### config.mk
export PLATFORM = sky130hd
export DESIGN_NAME = regex_class_escape_expander
export DESIGN_NICKNAME = d
export VERILOG_FILES = /design/src/hw/rtl/ree_pkg.sv /design/src/hw/rtl/ree_front.sv /design/src/hw/rtl/ree_queue.sv /design/src/hw/rtl/ree_back.sv /design/src/hw/rtl/regex_class_escape_expander.sv
export SDC_FILE = /design/constraint.sdc
export NUM_CORES = 1
export LEC_CHECK = 0
export BUFFER_PORTS_ARGS = -buffer_cell sky130_fd_sc_hd__buf_2
export CORE_MARGIN = 1.5
export CORE_UTILIZATION = 30
export DETAILED_ROUTE_END_ITERATION = 10
export SYNTH_ARGS = -nofsm -noshare
export SYNTH_HDL_FRONTEND = slang
export SYNTH_SLANG_ARGS = --single-unit
### constraint.sdc
create_clock -name aclk -period 5.4 [get_ports aclk]
set_input_delay 0.54 -clock aclk [delete_from_list [all_inputs] [get_ports aclk]]
set_output_delay 0.54 -clock aclk [all_outputs]
set_load 0.1 [all_outputs]
### src/hw/rtl/ree_pkg.sv
// shared types, byte codes and class string table for the class escape expander
package ree_pkg;

    localparam int QUEUE_DEPTH = 2;

    localparam logic [7:0] CH_BSLASH  = 8'h5c;
    localparam logic [7:0] CH_LBRACK  = 8'h5b;
    localparam logic [7:0] CH_RBRACK  = 8'h5d;
    localparam logic [7:0] CH_CARET   = 8'h5e;
    localparam logic [7:0] CH_COLON   = 8'h3a;
    localparam logic [7:0] CH_NEWLINE = 8'h0a;
    localparam logic [7:0] CH_LOWER_A = 8'h61;
    localparam logic [7:0] CH_LOWER_Z = 8'h7a;
    localparam logic [7:0] CH_LOWER_S = 8'h73;
    localparam logic [7:0] CH_UPPER_S = 8'h53;
    localparam logic [7:0] CH_LOWER_D = 8'h64;
    localparam logic [7:0] CH_UPPER_D = 8'h44;

    // class selector: bit 0 = negated, bit 1 = digit (else space)
    localparam logic [1:0] SEL_SPACE  = 2'd0;
    localparam logic [1:0] SEL_NSPACE = 2'd1;
    localparam logic [1:0] SEL_DIGIT  = 2'd2;
    localparam logic [1:0] SEL_NDIGIT = 2'd3;

    localparam logic [3:0] LEN_CLASS     = 4'd11;
    localparam logic [3:0] LEN_CLASS_NEG = 4'd12;

    localparam logic [7:0] NAME_SPACE [5] = '{8'h73, 8'h70, 8'h61, 8'h63, 8'h65};
    localparam logic [7:0] NAME_DIGIT [5] = '{8'h64, 8'h69, 8'h67, 8'h69, 8'h74};

    typedef struct packed {
        logic       op;
        logic [7:0] in_byte;
    } in_item_t;

    typedef struct packed {
        logic [7:0] out_byte;
        logic       last_of_run;
    } out_item_t;

    typedef enum logic [1:0] {
        ACT_BYTE,
        ACT_PAIR,
        ACT_CLASS
    } act_kind_t;

    typedef struct packed {
        act_kind_t  kind;
        logic [7:0] data;
        logic [1:0] sel;
    } act_t;

    localparam int ACT_W = $bits(act_t);

    // byte idx of the class string picked by sel
    function automatic logic [7:0] class_char(logic [1:0] sel, logic [3:0] idx);
        logic [3:0] j;
        logic [7:0] c;
        j = (sel[0] && idx >= 4'd2) ? idx - 4'd1 : idx;
        case (j)
            4'd0, 4'd1: c = CH_LBRACK;
            4'd2, 4'd8: c = CH_COLON;
            4'd3, 4'd4, 4'd5, 4'd6, 4'd7: begin
                c = sel[1] ? NAME_DIGIT[3'(j - 4'd3)] : NAME_SPACE[3'(j - 4'd3)];
            end
            default: c = CH_RBRACK;
        endcase
        if (sel[0] && idx == 4'd1) begin
            c = CH_CARET;
        end
        return c;
    endfunction

endpackage

### src/hw/rtl/ree_front.sv
// front end: scans input bytes, tracks bracket state, issues emit actions
module ree_front (
    input  logic              aclk,
    input  logic              aresetn,
    input  logic              s_valid,
    output logic              s_ready,
    input  ree_pkg::in_item_t s_data,
    input  logic              newline_at_end,
    input  logic              q_full,
    output logic              push,
    output ree_pkg::act_t     act
);

    typedef enum logic [2:0] {
        MODE_PLAIN       = 3'd0,
        MODE_BACKSLASH   = 3'd1,
        MODE_OPENED      = 3'd2,
        MODE_INNER_OPEN  = 3'd3,
        MODE_CLASS_NAME  = 3'd4,
        MODE_CLASS_CLOSE = 3'd5
    } mode_t;

    mode_t mode_reg, mode_next;
    logic  in_br_reg, in_br_next;
    logic  has_content_reg, has_content_next;
    logic  act_valid;
    logic  accept;

    assign s_ready = !q_full;
    assign accept  = s_valid && s_ready;
    assign push    = accept && act_valid;

    always_comb begin
        logic [7:0] b;
        logic       do_plain;
        b                = s_data.in_byte;
        do_plain         = 1'b0;
        mode_next        = mode_reg;
        in_br_next       = in_br_reg;
        has_content_next = has_content_reg;
        act_valid        = 1'b1;
        act.kind         = ree_pkg::ACT_BYTE;
        act.data         = b;
        act.sel          = ree_pkg::SEL_SPACE;
        if (s_data.op) begin
            mode_next        = MODE_PLAIN;
            in_br_next       = 1'b0;
            has_content_next = 1'b0;
            if (mode_reg == MODE_BACKSLASH) begin
                if (newline_at_end) begin
                    act.kind = ree_pkg::ACT_PAIR;
                    act.data = ree_pkg::CH_NEWLINE;
                end else begin
                    act.data = ree_pkg::CH_BSLASH;
                end
            end else begin
                act.data  = ree_pkg::CH_NEWLINE;
                act_valid = newline_at_end;
            end
        end else begin
            case (mode_reg)
                MODE_BACKSLASH: begin
                    mode_next = MODE_PLAIN;
                    act.kind  = ree_pkg::ACT_CLASS;
                    if (b == ree_pkg::CH_LOWER_S) begin
                        act.sel = ree_pkg::SEL_SPACE;
                    end else if (b == ree_pkg::CH_UPPER_S) begin
                        act.sel = ree_pkg::SEL_NSPACE;
                    end else if (b == ree_pkg::CH_LOWER_D) begin
                        act.sel = ree_pkg::SEL_DIGIT;
                    end else if (b == ree_pkg::CH_UPPER_D) begin
                        act.sel = ree_pkg::SEL_NDIGIT;
                    end else begin
                        act.kind = ree_pkg::ACT_PAIR;
                    end
                end
                MODE_OPENED: begin
                    mode_next = MODE_PLAIN;
                    do_plain  = (b != ree_pkg::CH_CARET);
                end
                MODE_INNER_OPEN: begin
                    if (b == ree_pkg::CH_COLON) begin
                        mode_next = MODE_CLASS_NAME;
                    end else begin
                        do_plain = 1'b1;
                    end
                end
                MODE_CLASS_NAME: begin
                    if (b == ree_pkg::CH_COLON) begin
                        mode_next = MODE_CLASS_CLOSE;
                    end else if (b < ree_pkg::CH_LOWER_A || b > ree_pkg::CH_LOWER_Z) begin
                        do_plain = 1'b1;
                    end
                end
                MODE_CLASS_CLOSE: begin
                    mode_next = MODE_PLAIN;
                    do_plain  = (b != ree_pkg::CH_RBRACK);
                end
                default: begin
                    do_plain = 1'b1;
                end
            endcase
            // byte handled as ordinary text, also after a failed lookahead
            if (do_plain) begin
                mode_next = MODE_PLAIN;
                if (b == ree_pkg::CH_BSLASH) begin
                    if (!in_br_reg) begin
                        mode_next = MODE_BACKSLASH;
                        act_valid = 1'b0;
                    end else begin
                        has_content_next = 1'b1;
                    end
                end else if (b == ree_pkg::CH_LBRACK) begin
                    if (!in_br_reg) begin
                        in_br_next = 1'b1;
                        mode_next  = MODE_OPENED;
                    end else begin
                        has_content_next = 1'b1;
                        mode_next        = MODE_INNER_OPEN;
                    end
                end else if (b == ree_pkg::CH_RBRACK) begin
                    if (in_br_reg) begin
                        if (has_content_reg) begin
                            in_br_next       = 1'b0;
                            has_content_next = 1'b0;
                        end else begin
                            has_content_next = 1'b1;
                        end
                    end
                end else if (in_br_reg) begin
                    has_content_next = 1'b1;
                end
            end
        end
    end

    always_ff @(posedge aclk) begin
        if (!aresetn) begin
            mode_reg        <= MODE_PLAIN;
            in_br_reg       <= 1'b0;
            has_content_reg <= 1'b0;
        end else if (accept) begin
            mode_reg        <= mode_next;
            in_br_reg       <= in_br_next;
            has_content_reg <= has_content_next;
        end
    end

`ifndef ASSERT_OFF
    a_end_clears_state: assert property (@(posedge aclk) disable iff (!aresetn)
        accept && s_data.op |=> mode_reg == MODE_PLAIN && !in_br_reg && !has_content_reg)
        else $error("state not cleared after end transfer");
    a_content_needs_bracket: assert property (@(posedge aclk) disable iff (!aresetn)
        has_content_reg |-> in_br_reg)
        else $error("bracket content flag set outside a bracket");
`endif

endmodule

### src/hw/rtl/ree_queue.sv
// small action queue between the front end and the emitter
module ree_queue #(
    parameter int DEPTH = ree_pkg::QUEUE_DEPTH
) (
    input  logic          aclk,
    input  logic          aresetn,
    input  logic          push,
    input  ree_pkg::act_t wr_data,
    output logic          full,
    input  logic          pop,
    output logic          valid,
    output ree_pkg::act_t rd_data
);

    localparam int PTR_W = $clog2(DEPTH);
    localparam int CNT_W = $clog2(DEPTH + 1);

    ree_pkg::act_t mem [DEPTH];
    logic [PTR_W-1:0] wr_ptr_reg, rd_ptr_reg;
    logic [CNT_W-1:0] count_reg;

    assign full    = (count_reg == CNT_W'(DEPTH));
    assign valid   = (count_reg != '0);
    assign rd_data = mem[rd_ptr_reg];

    always_ff @(posedge aclk) begin
        if (push) begin
            mem[wr_ptr_reg] <= wr_data;
        end
    end

    always_ff @(posedge aclk) begin
        if (!aresetn) begin
            wr_ptr_reg <= '0;
            rd_ptr_reg <= '0;
            count_reg  <= '0;
        end else begin
            if (push) begin
                wr_ptr_reg <= (wr_ptr_reg == PTR_W'(DEPTH - 1)) ? '0 : wr_ptr_reg + 1'b1;
            end
            if (pop) begin
                rd_ptr_reg <= (rd_ptr_reg == PTR_W'(DEPTH - 1)) ? '0 : rd_ptr_reg + 1'b1;
            end
            if (push && !pop) begin
                count_reg <= count_reg + 1'b1;
            end else if (pop && !push) begin
                count_reg <= count_reg - 1'b1;
            end
        end
    end

`ifndef ASSERT_OFF
    a_no_overflow: assert property (@(posedge aclk) disable iff (!aresetn)
        full |-> !push)
        else $error("push into full queue");
    a_no_underflow: assert property (@(posedge aclk) disable iff (!aresetn)
        pop |-> valid)
        else $error("pop from empty queue");
`endif

endmodule

### src/hw/rtl/ree_back.sv
// emitter: expands queued actions into result bytes, one per cycle while the receiver takes them
module ree_back (
    input  logic               aclk,
    input  logic               aresetn,
    input  logic               q_valid,
    input  ree_pkg::act_t      q_data,
    output logic               pop,
    output logic               m_valid,
    input  logic               m_ready,
    output ree_pkg::out_item_t m_data
);

    logic [3:0]         idx_reg;
    logic               m_valid_reg;
    ree_pkg::out_item_t m_data_reg;
    logic [3:0]         run_len;
    logic [7:0]         cur_byte;
    logic               cur_last;
    logic               load;

    always_comb begin
        case (q_data.kind)
            ree_pkg::ACT_BYTE: begin
                run_len  = 4'd1;
                cur_byte = q_data.data;
            end
            ree_pkg::ACT_PAIR: begin
                run_len  = 4'd2;
                cur_byte = (idx_reg == 4'd0) ? ree_pkg::CH_BSLASH : q_data.data;
            end
            ree_pkg::ACT_CLASS: begin
                run_len  = q_data.sel[0] ? ree_pkg::LEN_CLASS_NEG : ree_pkg::LEN_CLASS;
                cur_byte = ree_pkg::class_char(q_data.sel, idx_reg);
            end
            default: begin
                run_len  = 4'd1;
                cur_byte = q_data.data;
            end
        endcase
    end

    assign cur_last = (idx_reg == run_len - 4'd1);
    assign load     = q_valid && (!m_valid_reg || m_ready);
    assign pop      = load && cur_last;
    assign m_valid  = m_valid_reg;
    assign m_data   = m_data_reg;

    always_ff @(posedge aclk) begin
        if (load) begin
            m_data_reg.out_byte    <= cur_byte;
            m_data_reg.last_of_run <= cur_last;
        end
    end

    always_ff @(posedge aclk) begin
        if (!aresetn) begin
            idx_reg     <= '0;
            m_valid_reg <= 1'b0;
        end else begin
            if (load) begin
                m_valid_reg <= 1'b1;
                idx_reg     <= cur_last ? 4'd0 : idx_reg + 4'd1;
            end else if (m_ready) begin
                m_valid_reg <= 1'b0;
            end
        end
    end

`ifndef ASSERT_OFF
    a_run_holds_head: assert property (@(posedge aclk) disable iff (!aresetn)
        idx_reg != 4'd0 |-> q_valid)
        else $error("run in progress without a queued action");
    a_idx_in_range: assert property (@(posedge aclk) disable iff (!aresetn)
        q_valid |-> idx_reg < run_len)
        else $error("byte index past end of run");
`endif

endmodule

### src/hw/rtl/regex_class_escape_expander.sv
// top level of the regular-expression class escape expander
//
// usage
// - s_ channel: one pattern byte per transfer (op = 0), or an end marker (op = 1)
//   that flushes a pending backslash and optionally a newline
// - m_ channel: rewritten bytes, last_of_run set on the final byte of the run
//   caused by one input transfer; inputs that cause nothing give no transfer
// - apb port: register 0 (address 0) bit 0 = newline_at_end; write only while idle
// - path: each action is written into the queue, then its first result byte
//   into the output register
// - throughput: one result byte per cycle from the emitter while the receiver is
//   ready; an input causes 1, 2, 11 or 12 result bytes and holds the emitter until
//   its last one is out, so plain text streams at one byte per cycle and class
//   expansions back-pressure s_ready once the two-entry action queue fills
// - receiver stall: the output register holds its byte, the emitter and queue
//   stop, and s_ready drops when the queue is full; nothing is lost
// - reset (aresetn low, synchronous): scan state back to plain text outside any
//   bracket, queue and output emptied, newline_at_end cleared
module regex_class_escape_expander #(
    parameter int QUEUE_DEPTH = ree_pkg::QUEUE_DEPTH
) (
    input  logic               aclk,
    input  logic               aresetn,
    input  logic               s_valid,
    output logic               s_ready,
    input  ree_pkg::in_item_t  s_data,
    output logic               m_valid,
    input  logic               m_ready,
    output ree_pkg::out_item_t m_data,
    input  logic               psel,
    input  logic               penable,
    input  logic               pwrite,
    input  logic [2:0]         paddr,
    input  logic [31:0]        pwdata,
    output logic [31:0]        prdata,
    output logic               pready
);

    logic          newline_at_end_reg;
    logic          reg_hit;
    logic          q_full;
    logic          q_push;
    logic          q_pop;
    logic          q_valid;
    ree_pkg::act_t front_act;
    ree_pkg::act_t q_head;

    // register file: a single control bit at byte address 0, decoded from paddr[2] only
    assign pready  = 1'b1;
    assign reg_hit = (paddr[2] == 1'b0);
    assign prdata  = reg_hit ? {31'b0, newline_at_end_reg} : 32'b0;

    always_ff @(posedge aclk) begin
        if (!aresetn) begin
            newline_at_end_reg <= 1'b0;
        end else if (psel && penable && pwrite && pready && reg_hit) begin
            newline_at_end_reg <= pwdata[0];
        end
    end

    // front end classifies each transfer and issues at most one action
    ree_front u_front (
        .aclk           (aclk),
        .aresetn        (aresetn),
        .s_valid        (s_valid),
        .s_ready        (s_ready),
        .s_data         (s_data),
        .newline_at_end (newline_at_end_reg),
        .q_full         (q_full),
        .push           (q_push),
        .act            (front_act)
    );

    // decouples scanning from expansion so each side stalls on its own
    ree_queue #(
        .DEPTH (QUEUE_DEPTH)
    ) u_queue (
        .aclk    (aclk),
        .aresetn (aresetn),
        .push    (q_push),
        .wr_data (front_act),
        .full    (q_full),
        .pop     (q_pop),
        .valid   (q_valid),
        .rd_data (q_head)
    );

    // emitter walks the action one byte per cycle into the output register, unless the receiver stalls
    ree_back u_back (
        .aclk    (aclk),
        .aresetn (aresetn),
        .q_valid (q_valid),
        .q_data  (q_head),
        .pop     (q_pop),
        .m_valid (m_valid),
        .m_ready (m_ready),
        .m_data  (m_data)
    );

endmodule

==> metrics.log, run 1 <==
[metrics] post-detailed-route count of antenna-violating nets: 0
[metrics] leakage power: 1.41 nW
[metrics] number of inserted filler cells in the final layout: 1144
[metrics] post-synthesis to final-layout area growth: 8.22%
[metrics] Net count, final: 449
[metrics] portion of total power attributed to the clock network: 0.152
[metrics] vias: 2710
[metrics] transition at the pin with the smallest max-transition slack: 0.722 ns
[metrics] unrepaired setup endpoints after global routing: false
[metrics] pin count of the biggest net entering global routing: 17
[metrics] switching power summed over all nets: 1.02 mW
[metrics] ratio of final minimum period to clock period: 0.675
[metrics] worst-path cell with the longest stage delay: dfxtp_1
[metrics] max-cap violation count: 0
[metrics] internal cell power: 1.00 mW
[metrics] detailed-route wire length per cell: 13.5 microns
[metrics] clock net sink count: 49
[metrics] Ant. Diodes: 0
[metrics] 1st-pass router iterations: 4
[metrics] via count of the first global-routing pass: 2351
[metrics] reg-to-reg critical path startpoint: u_back.idx_reg[0]
[metrics] clock period minus final worst setup slack: 3.64 ns
[metrics] total of buffers placed on input and output ports: 29
[metrics] vertical die dimension: 110 microns
[metrics] initial cell density of the core: 0.313
[metrics] endpoint required time on the critical path: 5.43 ns
[metrics] fraction of the yosys area taken by sequential cells: 0.381
[metrics] count of pins over their slew limit: 0
[metrics] GRT Residual Overflow: 0
[metrics] count of state elements after synthesis: 49
[metrics] arrival time reported for the critical path endpoint: 3.67 ns
[metrics] Mapped Cells: 365
[metrics] number of buffers created by CTS: 5
[metrics] tightest slew margin relative to the limit: 0.512
[metrics] category of the critical setup timing path: reg2reg
[metrics] cell breakdown of the critical path: inv_1, ha_1, nor4_1, o21ai_0, nand2_1, inv_1, ha_1, o32a_1, o21ai_0, o21ai_0, a2111oi_1, a21oi_1
[metrics] count of routing violations after the opening detailed-route iteration: 97
[metrics] RePlAce Congestion: 0.878
[metrics] HP Start: u_front.has_content_reg
[metrics] clock-pin slew reported for the worst setup and hold paths after clock tree synthesis: 0.07 ns
[metrics] post-synthesis instance area: 0.00344 sq mm
[metrics] # hold bufs at CTS: 0
[metrics] Post-Layout Inst Area: 0.00372 sq mm
[metrics] maximum level of the CTS H-tree: 2
[metrics] largest buffer count on any clock path: 2
[metrics] uppermost layer routed: met4
[metrics] CP peak stage delay: 0.57 ns
[metrics] share of power burned in combinational logic: 0.558
[metrics] cell class contributing the biggest share of worst-path delay: compound AO/OA/AOI/OAI gates
[metrics] Max Fclk: 0.274 GHz
[metrics] Routed WL: 7070 microns
[metrics] Floorplan Core Area: 0.0110 sq mm
[metrics] Placed Area: 0.00357 sq mm
[metrics] Post CTS Setup Buffer Count: 0
[metrics] number of enable flip-flop cells after synthesis: 33
[metrics] fraction of power consumed by sequential logic: 0.291
[metrics] maximum net fanout on the critical path: 11
[metrics] mean post-synth cell area: 9.42 sq um
[metrics] Resize count post-CTS: 0
[metrics] standard-cell row count: 38
[metrics] Met3 Wirelength: 295 microns
[metrics] worst hold path type: reg2reg
[metrics] library cells used by synthesis: 68
[metrics] overall fraction of global-route tracks in use: 0.121
[metrics] length of routed met2 wiring: 3480 microns
[metrics] met1 routed wirelength after detailed routing: 3200 microns
[metrics] floorplan die width: 110 microns
[metrics] switching power share of the total: 0.505
[metrics] end-of-flow core utilization: 0.339
[metrics] number of buffer and inverter stages on the critical path: 2
[metrics] clock latency on the worst-skew pair: 0.28 ns
[metrics] outcome: finished clean
[metrics] number of hold-slack violations in the final timing report: 0
[metrics] DRC Markers: 0
[metrics] YS warnings: 0
[metrics] sequential standard cell area: 0.00131 sq mm
[metrics] startpoint of the most critical setup path: u_back.idx_reg[0]
[metrics] fraction of final layout cells with drive strength greater than 1: 0.130
[metrics] power density over the cells: 544 mW/mm^2
[metrics] most frequent cell on the critical path: o21ai_0
[metrics] maximum vdd ir drop: 416 uV
[metrics] final count of negative-setup-slack endpoints: 0
[metrics] number of flip-flops in the largest register: 24
[metrics] global-route wire length before repair: 11600 microns
[metrics] top-level port count: 95
[metrics] Final HPWL DP: 5300 microns
[metrics] CTS tree: built
[metrics] element type at the critical path end: flop
[metrics] CTS Root Buffer Type: clkbuf_16
[metrics] number of antenna violations at the first check in global routing: 0
[metrics] Die ar.: 0.0121 sq mm
[metrics] CP startpoint kind: flop
[metrics] multi-input logic area: 0.00185 sq mm
[metrics] proportion of synthesized flip-flops having asynchronous set or reset: 0
[metrics] Setup Total Neg Slack: 0 ns
[metrics] vias per std cell: 5.16
[metrics] most frequently used flop master after synthesis: edfxtp_1
[metrics] Fin Clk Skew: 0.00264 ns
-- worst register-to-register path: cells and delay by family, from the launching register on --
kind / cells / cell delay, ns
adder cells (fa/ha/maj): 2 / 0.54
buffers and inverters: 2 / 0.27
flip-flops: 1 / 0.57
AO/OA/AOI/OAI: 6 / 1.40
AND/OR/NAND/NOR: 2 / 0.63
-- per-stage QoR --
stage               setup slack, ns  total power, mW  hold WS (ns)  cells
CTS                            1.85             2.04         0.474    525
floorplan                      1.86             1.55         0.438    395
detailed placement             1.91             1.72         0.465    517
global route                   1.36             2.16         0.501    525
global placement               1.92             1.71         0.455    517
finish                         1.76             2.03         0.477    525
-- placed cells by master, fill, tap and decap left out, types with 5 or more instances in the layout --
cell type	Yosys	final
nor2_1	19	19
conb_1	2	32
nor4b_1	5	5
a31oi_1	6	6
buf_2	3	29
a211oi_1	6	6
mux2i_1	16	16
nor3b_1	7	7
o21ai_0	17	17
o31ai_1	5	5
dfxtp_1	16	16
o211ai_1	5	5
clkbuf_16	0	5
nor4_1	6	6
nor3_1	11	11
nor2b_1	11	11
inv_1	19	19
nand2_1	18	18
a21oi_1	14	14
edfxtp_1	33	33
or3_1	9	9
nand2b_1	10	10
ha_1	14	14
-- routing by layer --
metal  vias to the layer above  track usage
met5                         -            0
met4                         0       0.0343
met3                         8       0.0259
met2                        70        0.205
met1                      1289        0.155
li1                       1343            -
-- path summary, 6_finish.rpt --
path         slack [ns]  depth (start not counted)                      end
max                1.76                         12         u_back.m_data[7]
min                0.48                          2  u_front.has_content_reg
max reg2reg        1.76                         12         u_back.m_data[7]
min reg2reg        0.48                          2  u_front.has_content_reg
-- cell type report --
cell class	count	area share
multi-input cells	277	0.497
well taps	140	0.0471
clock buffers	5	0.0336
clock inverters	3	0.00572
inverters	19	0.0192
flip-flops and latches	49	0.352
repair buffers	32	0.0451
-- power by group through the flow --
stage	combinational, mW	sequential, mW	clock (mW)
floorplan	0.698	0.849	0
global placement	1.11	0.596	0
detailed placement	1.12	0.599	0
CTS	1.13	0.591	0.323
global route	1.23	0.602	0.333
finish	1.13	0.589	0.307
-- cell usage after synthesis (2+ instances only) --
library cell | n | area, sq um
conb_1 | 2 | 7.51
inv_1 | 19 | 71.3
a21o_1 | 2 | 15.0
nand4b_1 | 4 | 35.0
o21ai_0 | 17 | 85.1
ha_1 | 14 | 175
nor3_1 | 11 | 55.1
o21a_1 | 2 | 15.0
nand2_1 | 18 | 67.6
o21ai_1 | 2 | 10.0
buf_2 | 3 | 15.0
a31oi_1 | 6 | 37.5
nor4b_1 | 5 | 43.8
a31o_2 | 2 | 17.5
a311oi_1 | 3 | 26.3
dfxtp_1 | 16 | 320
nand4_1 | 4 | 25.0
and2_1 | 3 | 18.8
o211a_1 | 2 | 20.0
o211ai_1 | 5 | 37.5
nor2b_1 | 11 | 68.8
xor2_1 | 3 | 26.3
nand2b_1 | 10 | 62.6
edfxtp_1 | 33 | 991
nor2_1 | 19 | 71.3
o31ai_1 | 5 | 37.5
or4b_1 | 2 | 20.0
nor3b_1 | 7 | 52.6
xnor2_1 | 3 | 26.3
a211oi_1 | 6 | 45.0
o311ai_0 | 3 | 26.3
or3_1 | 9 | 56.3
buf_4 | 32 | 240
nor4_1 | 6 | 37.5
mux2i_1 | 16 | 160
a21oi_1 | 14 | 70.1
or4_1 | 2 | 15.0
clkbuf_1 | 13 | 48.8
a21boi_0 | 2 | 15.0
-- kinds of logic after synthesis --
kind of cell / after synthesis / share of synthesized area
AO/OA/AOI/OAI: 87 / 0.180
XOR/XNOR: 6 / 0.0153
adder cells (fa/ha/maj): 14 / 0.0509
buffers and inverters: 69 / 0.114
flip-flops: 49 / 0.381
multiplexers: 17 / 0.0499
other: 2 / 0.00218
AND/OR/NAND/NOR: 121 / 0.207
No activity file was read; power rests on OpenSTA's default activity.
==> run 2, diff against run 1 <==
- clock period: 5.4 -> 3.81 ns (I/O delays scaled with it)
==> run 2 against run 1 <==
Count of clock-buffer cells in the layout up 1; maximum frequency increased by 7.7%; routed wire length is 1.7% higher; cell count increased by 0.57%; combinational power rose by 46%; critical endpoint unchanged.
==> metrics.log, run 2 (synthesis results as in run 1) <==
[metrics] outcome: finished clean (unchanged)
[metrics] reg-to-reg critical path startpoint: u_back.idx_reg[1] (was u_back.idx_reg[0])
[metrics] via count of the first global-routing pass: 2543 (was 2351)
[metrics] leading cell type in the layout, fill and taps excluded: edfxtp_1 (unchanged)
[metrics] worst hold path type: in2reg (was reg2reg)
[metrics] max-cap violation count: 0 (unchanged)
[metrics] fraction of final layout cells with drive strength greater than 1: 0.137 (was 0.130)
[metrics] clock latency on the worst-skew pair: 0.29 ns (was 0.28 ns)
[metrics] cell class contributing the biggest share of worst-path delay: compound AO/OA/AOI/OAI gates (unchanged)
[metrics] pin count of the biggest net entering global routing: 17 (unchanged)
[metrics] maximum net fanout on the critical path: 11 (unchanged)
[metrics] maximum level of the CTS H-tree: 2 (unchanged)
[metrics] Hold Path Cell Cnt: 3 (was 2)
[metrics] count of placed standard cells in the final layout, fillers left out: 528 (was 525)
[metrics] count of pins over their slew limit: 0 (unchanged)
[metrics] clock period minus final worst setup slack: 3.38 ns (was 3.64 ns)
[metrics] most frequent cell on the critical path: o21ai_0 (unchanged)
[metrics] post-synthesis to final-layout area growth: 8.84% (was 8.22%)
[metrics] CP peak stage delay: 0.53 ns (was 0.57 ns)
[metrics] number of cell instances on the worst register-to-register path: 11 (was 12)
[metrics] overall fraction of global-route tracks in use: 0.126 (was 0.121)
[metrics] endpoint required time on the critical path: 3.84 ns (was 5.43 ns)
[metrics] terminus of the critical flop-to-flop path: u_back.m_data[7] (unchanged)
[metrics] largest buffer count on any clock path: 2 (unchanged)
[metrics] number of inserted filler cells in the final layout: 1129 (was 1144)
[metrics] maximum vdd ir drop: 509 uV (was 416 uV)
[metrics] GRT Residual Overflow: 0 (unchanged)
[metrics] detailed-route wire length per cell: 13.6 microns (was 13.5 microns)
[metrics] sequential standard cell area: 0.00131 sq mm (unchanged)
[metrics] initial cell density of the core: 0.313 (unchanged)
[metrics] floorplan die width: 110 microns (unchanged)
[metrics] number of buffers created by CTS: 5 (unchanged)
[metrics] power density over the cells: 772 mW/mm^2 (was 544 mW/mm^2)
[metrics] transition at the pin with the smallest max-transition slack: 0.676 ns (was 0.722 ns)
[metrics] unrepaired setup endpoints after global routing: false (unchanged)
[metrics] post-detailed-route count of antenna-violating nets: 0 (unchanged)
[metrics] hold endpoint: newline_at_end_reg (was u_front.has_content_reg)
[metrics] reg-to-reg setup timing slack: 0.43 ns (was 1.76 ns)
[metrics] total of buffers placed on input and output ports: 29 (unchanged)
[metrics] Routed WL: 7200 microns (was 7070 microns)
[metrics] tightest slew margin relative to the limit: 0.536 (was 0.512)
[metrics] Die ar.: 0.0121 sq mm (unchanged)
[metrics] number of buffer and inverter stages on the critical path: 1 (was 2)
[metrics] arrival time reported for the critical path endpoint: 3.41 ns (was 3.67 ns)
[metrics] worst-path cell with the longest stage delay: nor4_1 (was dfxtp_1)
[metrics] HP Start: pwdata[0] (was u_front.has_content_reg)
[metrics] Placed Area: 0.00360 sq mm (was 0.00357 sq mm)
[metrics] standard-cell row count: 38 (unchanged)
[metrics] global-route wire length before repair: 12100 microns (was 11600 microns)
[metrics] 1st-pass router iterations: 4 (unchanged)
[metrics] number of antenna violations at the first check in global routing: 0 (unchanged)
[metrics] CTS Root Buffer Type: clkbuf_16 (unchanged)
[metrics] Floorplan Core Area: 0.0110 sq mm (unchanged)
[metrics] CP startpoint kind: flop (unchanged)
[metrics] ratio of final minimum period to clock period: 0.888 (was 0.675)
[metrics] final count of negative-setup-slack endpoints: 0 (unchanged)
[metrics] clock-pin slew reported for the worst setup and hold paths after clock tree synthesis: 0.07 ns (about the same)
[metrics] Setup Total Neg Slack: 0 ns (unchanged)
[metrics] Max Fclk: 0.295 GHz (was 0.274 GHz)
[metrics] clock net sink count: 49 (unchanged)
[metrics] cell count after placement: 520 (was 517)
[metrics] number of hold-slack violations in the final timing report: 0 (unchanged)
[metrics] Ant. Diodes: 0 (unchanged)
[metrics] count of routing violations after the opening detailed-route iteration: 119 (was 97)
[metrics] Post-Layout Inst Area: 0.00374 sq mm (was 0.00372 sq mm)
[metrics] RePlAce Congestion: 0.901 (was 0.878)
[metrics] Resize count post-CTS: 0 (unchanged)
[metrics] top-level port count: 95 (unchanged)
[metrics] # hold bufs at CTS: 0 (unchanged)
[metrics] multi-input logic area: 0.00185 sq mm (unchanged)
[metrics] cell breakdown of the critical path: ha_1, nor4_1, o21ai_0, nand2_1, inv_1, ha_1, o32a_1, o21ai_0, o21ai_0, a2111oi_1, a21oi_1 (was inv_1, ha_1, nor4_1, o21ai_0, nand2_1, inv_1, ha_1, o32a_1, o21ai_0, o21ai_0, a2111oi_1, a21oi_1)
[metrics] Net count, final: 452 (was 449)
[metrics] vias per std cell: 5.06 (was 5.16)
[metrics] element type at the critical path end: flop (unchanged)
[metrics] most frequent cells in the layout: edfxtp_1 (33), conb_1 (32), buf_2 (29), nor2_1 (19), inv_1 (19) (unchanged)
[metrics] Post CTS Setup Buffer Count: 0 (unchanged)
[metrics] CTS tree: built (unchanged)
[metrics] Fin Clk Skew: 0.00328 ns (was 0.00264 ns)
[metrics] post-route total power: 2.89 mW (was 2.03 mW)
[metrics] leakage power: 1.42 nW (was 1.41 nW)
[metrics] Final HPWL DP: 5420 microns (was 5300 microns)
[metrics] vertical die dimension: 110 microns (unchanged)
[metrics] category of the critical setup timing path: reg2reg (unchanged)
[metrics] vias: 2673 (was 2710)
[metrics] DRC Markers: 0 (unchanged)
[metrics] number of flip-flops in the largest register: 24 (unchanged)
-- run 2: how the worst max path moves through the flow --
stage | slack [ns] | startpoint | endpoint | cells after the start
after floorplan | 0.27 | flop | u_queue.count_reg[1] | 14
after global placement | 0.60 | u_back.idx_reg[1] | u_back.m_data[7] | 11
after detailed placement | 0.50 | u_back.idx_reg[1] | u_back.m_data[7] | 11
after CTS | 0.46 | u_back.idx_reg[1] | u_back.m_data[7] | 11
after global routing | 0.03 | u_back.idx_reg[1] | u_back.m_data[7] | 11
final | 0.43 | u_back.idx_reg[1] | u_back.m_data[7] | 11
-- run 2: power breakdown --
group / leakage (nW) / total, mW / switching, mW / internal [mW]
clock: 0.0671 / 0.438 / 0.193 / 0.245
combinational: 0.918 / 1.65 / 1.20 / 0.442
sequential: 0.436 / 0.806 / 0.0608 / 0.746
-- run 2: per-stage QoR --
stage,setup WS (ns),hold slack [ns],utilization
2_1_floorplan,0.275,0.438,-
5_1_grt,0.0276,0.348,0.341
4_1_cts,0.459,0.355,0.341
6_report,0.425,0.358,0.341
3_3_place_gp,0.602,0.455,0.328
3_5_place_dp,0.498,0.462,0.328
-- run 2: area by class of cell --
class / instances / area share
clock inverters: 2 / 0.00435
repair buffers: 35 / 0.0508
clock buffers: 6 / 0.0344
inverters: 19 / 0.0191
flip-flops and latches: 49 / 0.350
well taps: 140 / 0.0468
multi-input cells: 277 / 0.494
-- run 2: metal layers --
layer / up-vias / global-route usage / wire length [microns]
met5: - / 0 / 0
met4: 0 / 0.0417 / 76
met3: 8 / 0.0218 / 297
met2: 67 / 0.216 / 3590
met1: 1253 / 0.160 / 3230
li1: 1345 / - / -
-- run 2: worst reg2reg max path, cell delays in order (launching register included) --
cell and delay (ns):
dfxtp_1 0.41, ha_1 0.27, nor4_1 0.53, o21ai_0 0.24, nand2_1 0.16, inv_1 0.09
ha_1 0.26, o32a_1 0.34, o21ai_0 0.08, o21ai_0 0.18, a2111oi_1 0.46, a21oi_1 0.12
